<file path="src/design/wfgd_pkg.sv">
`timescale 1ns / 1ps
// ----------------------------------------------------------------------------
// wfgd_pkg
// Shared types and request codes for the wait-for graph deadlock detector.
// ----------------------------------------------------------------------------
package wfgd_pkg;

    localparam int unsigned TYPE_W = 2;
    localparam int unsigned IDX_W  = 5;

    typedef enum logic [TYPE_W-1:0] {
        REQ_ADD = 2'd0,
        REQ_CLR = 2'd1,
        REQ_QRY = 2'd2,
        REQ_NOP = 2'd3
    } t_req;

    // Edit and query strobes broadcast to every column cell
    typedef struct packed {
        logic add;
        logic clr;
        logic step;
        logic load;
    } t_cell_ctl;

endpackage

</file>
<file path="src/design/wfgd_if.sv">
`timescale 1ns / 1ps
// ----------------------------------------------------------------------------
// wfgd_req_if / wfgd_rsp_if
// Valid/ready channels for requests and results of the deadlock detector.
// ----------------------------------------------------------------------------
interface wfgd_req_if import wfgd_pkg::*; ();
    logic             valid;
    logic             ready;
    logic [TYPE_W-1:0] req_type;
    logic [IDX_W-1:0]  txn_index;
    logic [IDX_W-1:0]  holder_index;
    modport source (output valid, req_type, txn_index, holder_index, input ready);
    modport sink   (input valid, req_type, txn_index, holder_index, output ready);
endinterface

interface wfgd_rsp_if import wfgd_pkg::*; ();
    logic             valid;
    logic             ready;
    logic [TYPE_W-1:0] op_echo;
    logic              deadlock_found;
    modport source (output valid, op_echo, deadlock_found, input ready);
    modport sink   (input valid, op_echo, deadlock_found, output ready);
endinterface

</file>
<file path="src/design/wait_for_graph_deadlock_detector_unit.sv">
`timescale 1ns / 1ps
// ----------------------------------------------------------------------------
// wait_for_graph_deadlock_detector_unit
// Wait-for graph kept as a row of column cells; detects reachable cycles.
// ----------------------------------------------------------------------------
// Channel   Dir  Type          Payload
// i_req     in   wfgd_req_if   req_type, txn_index, holder_index
// o_rsp     out  wfgd_rsp_if   op_echo, deadlock_found
//
// For add, clear and unknown requests the result is registered and valid in the cycle after acceptance.
// A query walks the frontier one step a cycle, up to MAX_TXNS steps, and ends
// early when the frontier empties.
// A frontier still alive after MAX_TXNS steps means a cycle is reachable.
// Reset clears every edge. A new item is taken in S_IDLE once the result slot is free or being read.
// ----------------------------------------------------------------------------
module wait_for_graph_deadlock_detector_unit import wfgd_pkg::*; #(
    parameter int unsigned MAX_TXNS = 32
) (
    input  logic        i_clk,
    input  logic        i_rst_n,
    wfgd_req_if.sink    i_req,
    wfgd_rsp_if.source  o_rsp
);

    localparam int unsigned CNT_W = $clog2(MAX_TXNS + 1);
    localparam int unsigned CMP_W = CNT_W + IDX_W;

    typedef enum logic [1:0] {
        S_IDLE = 2'b01,
        S_RUN  = 2'b10
    } t_state;

    t_state            r_state, n_state;
    logic [CNT_W-1:0]  r_cnt, n_cnt;
    logic              r_out_valid, n_out_valid;
    logic [TYPE_W-1:0] r_op, n_op;
    logic              r_found, n_found;

    logic              accept;
    t_cell_ctl         ctl;
    logic [MAX_TXNS-1:0] waiter_sel;
    logic [MAX_TXNS-1:0] holder_sel;
    logic [MAX_TXNS-1:0] front;

    assign i_req.ready = (r_state == S_IDLE) && (!r_out_valid || o_rsp.ready);
    assign accept      = i_req.valid && i_req.ready;

    // Decode indices; out-of-range values select no cell
    always_comb begin
        for (int i = 0; i < MAX_TXNS; i++) begin
            waiter_sel[i] = (CMP_W'(i_req.txn_index) == CMP_W'(i));
            holder_sel[i] = (CMP_W'(i_req.holder_index) == CMP_W'(i));
        end
    end

    always_comb begin
        ctl.add  = accept && (i_req.req_type == REQ_ADD) && (|holder_sel);
        ctl.clr  = accept && (i_req.req_type == REQ_CLR);
        ctl.load = accept && (i_req.req_type == REQ_QRY);
        ctl.step = (r_state == S_RUN);
    end

    // Row of column cells
    for (genvar g = 0; g < MAX_TXNS; g++) begin : g_cell
        wfgd_cell #(.N(MAX_TXNS)) u_cell (
            .i_clk        (i_clk),
            .i_rst_n      (i_rst_n),
            .i_ctl        (ctl),
            .i_holder_hit (holder_sel[g]),
            .i_start_hit  (waiter_sel[g]),
            .i_waiter_sel (waiter_sel),
            .i_front      (front),
            .o_front      (front[g])
        );
    end

    // Sequence queries and hold the result slot
    always_comb begin
        n_state     = r_state;
        n_cnt       = r_cnt;
        n_out_valid = r_out_valid && !o_rsp.ready;
        n_op        = r_op;
        n_found     = r_found;
        unique case (r_state)
            S_IDLE: begin
                if (accept) begin
                    n_op = i_req.req_type;
                    if (i_req.req_type == REQ_QRY) begin
                        n_state = S_RUN;
                        n_cnt   = '0;
                    end else begin
                        n_out_valid = 1'b1;
                        n_found     = 1'b0;
                    end
                end
            end
            S_RUN: begin
                if (!(|front) || (r_cnt == CNT_W'(MAX_TXNS))) begin
                    n_state     = S_IDLE;
                    n_out_valid = 1'b1;
                    n_found     = |front;
                end else begin
                    n_cnt = r_cnt + 1'b1;
                end
            end
            default: n_state = S_IDLE;
        endcase
    end

    always_ff @(posedge i_clk) begin
        if (!i_rst_n) begin
            r_state     <= S_IDLE;
            r_cnt       <= '0;
            r_out_valid <= 1'b0;
        end else begin
            r_state     <= n_state;
            r_cnt       <= n_cnt;
            r_out_valid <= n_out_valid;
        end
    end

    always_ff @(posedge i_clk) begin
        r_op    <= n_op;
        r_found <= n_found;
    end

    assign o_rsp.valid          = r_out_valid;
    assign o_rsp.op_echo        = r_op;
    assign o_rsp.deadlock_found = r_found;

endmodule

</file>
<file path="src/design/wfgd_cell.sv">
`timescale 1ns / 1ps
// ----------------------------------------------------------------------------
// wfgd_cell
// One column of the wait-for matrix: the set of waiters on this transaction,
// plus this transaction's bit of the query frontier.
// ----------------------------------------------------------------------------
module wfgd_cell import wfgd_pkg::*; #(
    parameter int unsigned N = 32
) (
    input  logic          i_clk,
    input  logic          i_rst_n,
    input  t_cell_ctl     i_ctl,
    input  logic          i_holder_hit,
    input  logic          i_start_hit,
    input  logic [N-1:0]  i_waiter_sel,
    input  logic [N-1:0]  i_front,
    output logic          o_front
);

    logic [N-1:0] r_col;
    logic         r_front;
    logic         n_front;

    // Edit the column: set one waiter on add, drop a waiter on clear
    always_ff @(posedge i_clk) begin
        if (!i_rst_n) begin
            r_col <= '0;
        end else if (i_ctl.add && i_holder_hit) begin
            r_col <= r_col | i_waiter_sel;
        end else if (i_ctl.clr) begin
            r_col <= r_col & ~i_waiter_sel;
        end
    end

    // Load the start bit on a query; on a step, reached if any frontier node waits on this transaction
    always_comb begin
        n_front = r_front;
        if (i_ctl.load) begin
            n_front = i_start_hit;
        end else if (i_ctl.step) begin
            n_front = |(r_col & i_front);
        end
    end

    always_ff @(posedge i_clk) begin
        if (!i_rst_n) begin
            r_front <= 1'b0;
        end else begin
            r_front <= n_front;
        end
    end

    assign o_front = r_front;

endmodule

</file>
<file path="src/flat_wrapper.sv">
// flat-port wrapper written by rule: the top's interface ports become plain ports
module wait_for_graph_deadlock_detector_unit_flat import wfgd_pkg::*;
#(
    parameter int unsigned MAX_TXNS = 32
)
  (i_clk, i_rst_n, i_req_valid, i_req_req_type, i_req_txn_index, i_req_holder_index, i_req_ready, o_rsp_valid, o_rsp_op_echo, o_rsp_deadlock_found, o_rsp_ready);
  wfgd_req_if i_req_i ();
  wfgd_rsp_if o_rsp_i ();
  input  logic i_clk;
  input  logic i_rst_n;
  input wire logic [$bits(i_req_i.valid)-1:0] i_req_valid;
  input wire logic [$bits(i_req_i.req_type)-1:0] i_req_req_type;
  input wire logic [$bits(i_req_i.txn_index)-1:0] i_req_txn_index;
  input wire logic [$bits(i_req_i.holder_index)-1:0] i_req_holder_index;
  output wire logic [$bits(i_req_i.ready)-1:0] i_req_ready;
  output wire logic [$bits(o_rsp_i.valid)-1:0] o_rsp_valid;
  output wire logic [$bits(o_rsp_i.op_echo)-1:0] o_rsp_op_echo;
  output wire logic [$bits(o_rsp_i.deadlock_found)-1:0] o_rsp_deadlock_found;
  input wire logic [$bits(o_rsp_i.ready)-1:0] o_rsp_ready;
  assign i_req_i.valid = i_req_valid;
  assign i_req_i.req_type = i_req_req_type;
  assign i_req_i.txn_index = i_req_txn_index;
  assign i_req_i.holder_index = i_req_holder_index;
  assign i_req_ready = i_req_i.ready;
  assign o_rsp_valid = o_rsp_i.valid;
  assign o_rsp_op_echo = o_rsp_i.op_echo;
  assign o_rsp_deadlock_found = o_rsp_i.deadlock_found;
  assign o_rsp_i.ready = o_rsp_ready;
  wait_for_graph_deadlock_detector_unit #(.MAX_TXNS(MAX_TXNS)) u_core (.i_clk(i_clk), .i_rst_n(i_rst_n), .i_req(i_req_i), .o_rsp(o_rsp_i));
endmodule
</file>
<file path="config.mk">
export PLATFORM = sky130hd
export DESIGN_NAME = wait_for_graph_deadlock_detector_unit_flat
export DESIGN_NICKNAME = d
export VERILOG_FILES = /design/src/design/wfgd_pkg.sv /design/src/design/wfgd_if.sv /design/src/design/wait_for_graph_deadlock_detector_unit.sv /design/src/design/wfgd_cell.sv /design/src/flat_wrapper.sv
export SDC_FILE = /design/constraint.sdc
export NUM_CORES = 2
export LEC_CHECK = 0
export BUFFER_PORTS_ARGS = -buffer_cell sky130_fd_sc_hd__buf_4
export CAP_MARGIN = 30
export CORE_MARGIN = 2
export CORE_UTILIZATION = 50
export CTS_BUF_LIST = sky130_fd_sc_hd__clkbuf_16
export DETAILED_ROUTE_END_ITERATION = 8
export GPL_TIMING_DRIVEN = 0
export MAX_ROUTING_LAYER = met4
export PLACE_DENSITY = 0.79
export SLEW_MARGIN = 20
export SYNTH_ARGS = -nofsm -noshare
export SYNTH_HDL_FRONTEND = slang
export SYNTH_HIERARCHICAL = 1
export SYNTH_SLANG_ARGS = --single-unit
export TNS_END_PERCENT = 10
</file>
<file path="constraint.sdc">
create_clock -name i_clk -period 11.1 [get_ports i_clk]
set_clock_uncertainty 0.2 [all_clocks]
set_input_delay 3.33 -clock i_clk [delete_from_list [all_inputs] [get_ports i_clk]]
set_output_delay 3.33 -clock i_clk [all_outputs]
set_load 0.01 [all_outputs]
</file>
=== Word level (Yosys, flattened, before mapping) ===
Index checks and enable logic that the tools add are counted.

* Flip-flop bits (word level): 1,068
* Input bits: 16
* Output and inout bits: 5
* Logic and storage cells: 502

* Multiplexer cells: 144
* Equality and inequality tests: 72
* Reductions and logical operators: 119
* Bitwise gates (word level): 97
* Add/sub/neg operators: 1

{| class="wikitable"
|+ Operator list
! operator !! count
|-
| 32-bit bitwise AND || 64
|-
| 32-bit 2-to-1 mux || 64
|-
| 32-bit OR reduction || 34
|-
| 32-bit OR || 32
|-
| 5-bit equality test (second input constant) || 32
|-
| 5-bit by 4-bit equality test with 1-bit output (second input constant) || 16
|-
| 1-bit 2-to-1 mux || 70
|-
| 2-bit nonzero test || 34
|-
| 5-bit by 3-bit equality test with 1-bit output (second input constant) || 8
|-
| 1-bit logical AND || 39
|-
| 32-bit NOT || 1
|-
| 5-bit by 2-bit equality test with 1-bit output (second input constant) || 4
|-
| 6-bit 2-to-1 mux || 3
|-
| 6-bit case mux with 2 select lines || 1
|-
| 5-bit by 1-bit equality test with 1-bit output (second input constant) || 2
|-
| 5-bit logical NOT || 2
|-
| 2-bit != test (second input constant) || 4
|-
| 4-bit AND reduction || 2
|-
| 6-bit by 1-bit adder with 6-bit output (second input constant) || 1
|-
| 6-bit equality test (second input constant) || 1
|-
| 2-bit 2-to-1 mux || 3
|-
| 2-bit by 1-bit equality test with 1-bit output (second input constant) || 2
|-
| 2-bit equality test (second input constant) || 2
|-
| 1-bit case mux with 2 select lines || 2
|-
| 7 further kinds || 10
|}

=== Depth between registers and ports, before layout ===
* Word-level depth: 8
* Gate-level depth with buffers: 9
* Mapped depth without buffers: 9

=== Modules after synthesis ===
Netlist, hierarchy kept.

{| class="wikitable"
|+ By module, submodules not included
! module !! times used !! area an instance (um2) !! seq. area each (um2) !! cells each
|-
| wfgd_cell || 32 || 1,482.7 || 660.6 || 165
|-
| wait_for_graph_deadlock_detector_unit || 1 || 1,211.2 || 270.3 || 191
|}

=== Worst setup path after synthesis ===
No wires, ideal clock.

* Path kind: input port to flip-flop
* From: input o_rsp_ready
* To: register with a tool-made name
* Path buffers: 1
* Library setup time: 0.121 ns
* Stages: 7
* Path slack: -0.614 ns
* Arrival time: 11.393 ns
* Path through: nand2b_1 > nand3_1 > nor3_1 > buf_2 > nand2_1 > a22oi_1 > nor2b_1

{| class="wikitable"
|+ RTL lines
! item !! line !! RTL
|-
| start, declared || flat_wrapper.sv:19 || <nowiki>input wire logic [$bits(o_rsp_i.ready)-1:0] o_rsp_ready;</nowiki>
|}

=== Final worst setup path ===
* From: input o_rsp_ready
* To: output i_req_ready

* Cells in the longest elaborated chain, start to end: 2

{| class="wikitable"
|+ RTL lines
! item !! line !! RTL
|-
| 1-bit logical OR || wait_for_graph_deadlock_detector_unit.sv:45 || <nowiki>assign i_req.ready = (r_state == S_IDLE) && (!r_out_valid || o_rsp.ready);</nowiki>
|-
| 1-bit logical AND || wait_for_graph_deadlock_detector_unit.sv:45 ||
|-
| end, declared || flat_wrapper.sv:15 || <nowiki>output wire logic [$bits(i_req_i.ready)-1:0] i_req_ready;</nowiki>
|}

No other way between the ends.

==> impl_metrics.json <==
{
  "track_usage_pct": 39.39,
  "max_clock_freq_ghz": 0.1361,
  "wire_per_inst_um": 27.78,
  "gr-total-overflow": 0,
  "drt-vias-per-instance": 6.890,
  "drv_slew": 0,
  "antenna_found_initial": 3,
  "grt_pass1_wl_um": 287100,
  "ios": 21,
  "finalInstanceArea_um2": 57560,
  "grt_start_max_net_pins": 96,
  "yosys_warnings": 6,
  "cts_setup_buffers": 0,
  "syn_to_final_growth_pct": 18.30,
  "ys_dominant_reg_cell": "dfxtp_1",
  "critPathCaptureType": "output port",
  "die_h_um": 316.0,
  "cts_sinks": 1068,
  "root_buffer": "clkbuf_16",
  "arrival_ns": 3.82,
  "rsz0062_at_grt": "false",
  "clk_pin_slew_ns": 0.06,
  "netlist_instances": 5471,
  "dpl-instance-area_um2": 54070,
  "required_ns": 7.57,
  "ant_nets": 0,
  "ir_worst_vdd_mv": 0.1438,
  "core_um2": 96570,
  "top_layer_used": "met4",
  "clock_latency_ns": 0.70,
  "syn-num-nets": 5491,
  "n_fill_cell": 7712,
  "dr_wl_met2_um": 77130,
  "wl_met3_um": 34320,
  "port_buffers": 20,
  "max-slew-margin-rel_pct": 36.28,
  "hp-class": "reg2reg",
  "cts_tree": "yes",
  "setup_viol": 0,
  "period_needed_ns": 7.349,
  "cts_resized": 0,
  "drtIter0Drc": 9189,
  "period_share_pct": 66.21,
  "synthArstFlopShare_pct": 0,
  "critPathMaxStageDelay_ns": 0.18,
  "first_pass_iters": 9,
  "cp_cell_sequence": "buf_4 -> nor2b_1 -> nor2_1 -> buf_4",
  "cts_made_buffers": 110,
  "syn-cell-area_um2": 48660,
  "crit_top_cell": "buf_4",
  "synth_enable_flop_cells": 3,
  "fin_total_pwr_uw": 8945,
  "rows": 114,
  "p_leak_uw": 0.01667,
  "hold_path_startpoint": "u_core/r_state[1]$_SDFFE_PN0P_",
  "htree_levels": 3,
  "die_w_um": 316.0,
  "vias": 49064,
  "synth.avg_cell_area_um2": 8.894,
  "dp_hpwl_um": 122200,
  "gp_congestion": 0.8350,
  "crit_slowest_cell": "nor2b_1",
  "dieArea_um2": 99820,
  "layout-drive-gt1-share_pct": 11.20,
  "power_density_nw_per_um2": 155.4,
  "drv_cap": 0,
  "worstReg2RegStart": "u_core/r_state[1]$_SDFFE_PN0P_",
  "drt_drc_violations_left": 0,
  "ys_types": 42,
  "whs_endpoint": "u_core/r_state[1]$_SDFFE_PN0P_",
  "reg2reg_depth": 10,
  "nNetsFinal": 5763,
  "wirelength_met1_um": 70280,
  "ys_ff_latch": 1068,
  "outcome": "completed",
  "start_util_pct": 50.39,
  "r2r_slack_ns": 7.59,
  "drt-total-wl_um": 197800,
  "crit_type": "in2out",
  "tightest_slew_ns": 0.9558,
  "hold_buffers": 0,
  "seq_area_frac_synth_pct": 44.00,
  "first_global_vias": 45465,
  "whs_path_depth": 2,
  "cts.path.max_buffers": 3,
  "startpoint_type": "input pin",
  "cp_max_fo": 3,
  "hold_viol": 0
}
## where the power goes
| part | switching, µW | internal, µW | total, µW |
|---|---|---|---|
| Clock | 1620 | 1990 | 3610 |
| Sequential | 360 | 3880 | 4240 |
| Combinational | 784 | 310 | 1090 |
## placed cells by master, fill, tap and decap left out, types with 6 or more instances in the layout
master        n
nand2_1    1038
a21oi_1      36
nor2_1       39
clkinv_1     32
nand3_1      44
clkinv_2     28
and2_1       32
buf_4        20
clkbuf_16   116
o311ai_0     32
buf_8        11
buf_16       77
buf_6       132
nor2b_1    1025
clkbuf_1    103
nand4_1     133
a22oi_2      32
nor4_1       37
nand2b_1     38
a21boi_0     32
buf_2        96
nor2_4       32
a222oi_1     32
nand3b_1      6
dfxtp_4      32
o211ai_1      6
a22oi_1    1440
dfxtp_1    1033
buf_12       48
inv_1        27
## layer usage
| metal | track usage (%) | vias to the layer above |
|---|---|---|
| met3 | 13.09 | 1298 |
| met4 | 24.45 | 0 |
| met5 | - | - |
| met2 | 52.83 | 4280 |
| li1 | - | 20590 |
| met1 | 50.54 | 22896 |
## layout make-up
type | instances | area [µm²] | area share (%)
multi-input cells | 4068 | 25180 | 43.75
plain buffers | 328 | 2313 | 4.019
repair buffers | 160 | 3441 | 5.978
clock buffers | 116 | 2903 | 5.043
diodes | 5 | 12.51 | 0.02174
clock inverters | 93 | 556.8 | 0.9673
well taps | 1276 | 1597 | 2.774
flip-flops and latches | 1068 | 21530 | 37.40
inverters | 7 | 26.28 | 0.04565
## how the worst max path moves through the flow
stage | startpoint | end | slack, ns
6_report | o_rsp_ready | i_req_ready | 3.75
5_1_grt | o_rsp_ready | i_req_ready | 3.70
4_1_cts | o_rsp_ready | i_req_ready | 3.75
3_5_place_dp | o_rsp_ready | i_req_ready | 3.76
3_3_place_gp | o_rsp_ready | register | -4.18
2_1_floorplan | o_rsp_ready | register | 2.49
## cells in the mapped netlist (2+ instances only)
library cell	n	share of area [%]
a22oi_1	1440	22
dfxtp_1	1065	44
nand2_1	1038	8.0
nor2b_1	1025	13
nand4_1	133	1.7
buf_6	128	3.0
clkbuf_1	104	0.80
buf_2	96	0.99
nor2_1	71	0.55
nand3_1	44	0.45
nand2b_1	38	0.49
nor4_1	37	0.48
a21oi_1	36	0.37
a21boi_0	32	0.49
a222oi_1	32	0.66
a22oi_2	32	0.82
and2_1	32	0.41
o311ai_0	32	0.58
inv_1	7	0.054
nand3b_1	6	0.093
o211ai_1	6	0.093
ha_1	4	0.10
or3b_2	4	0.072
edfxtp_1	3	0.19
nor4_2	3	0.077
or2_2	3	0.039
nand4b_1	2	0.036
nor3_1	2	0.021
o21ai_1	2	0.021
or3_1	2	0.026
## cell families after synthesis
logic type               Yosys count  share of synthesized area (%)
flip-flops                      1068                          44.00
AND/OR/NAND/NOR                 2442                          25.67
buffers and inverters            335                          4.806
AO/OA/AOI/OAI                   1620                          25.38
adder cells (fa/ha/maj)            4                         0.1029
multiplexers                       2                        0.04371
## through the flow
step / TNS (ns) / utilization, % / hold slack, ns / std cells / setup WS (ns)
6_report: 0 / 59.61 / 0.3155 / 7121 / 3.751
3_3_place_gp: -4141.93 / 52.20 / 0.2647 / 6767 / -4.182
3_5_place_dp: 0 / 55.99 / 0.3019 / 6905 / 3.759
5_1_grt: 0 / 59.60 / 0.3411 / 7118 / 3.700
4_1_cts: 0 / 59.57 / 0.3179 / 7114 / 3.749
2_1_floorplan: 0 / - / 0.2515 / 5471 / 2.487
## worst max-delay path: cells and delay by family
| family | cells | cell delay (ns) |
|---|---|---|
| buf+inv | 2 | 0.25 |
| simple gates | 2 | 0.24 |
Note: power is estimated with default switching activity, not from simulation.
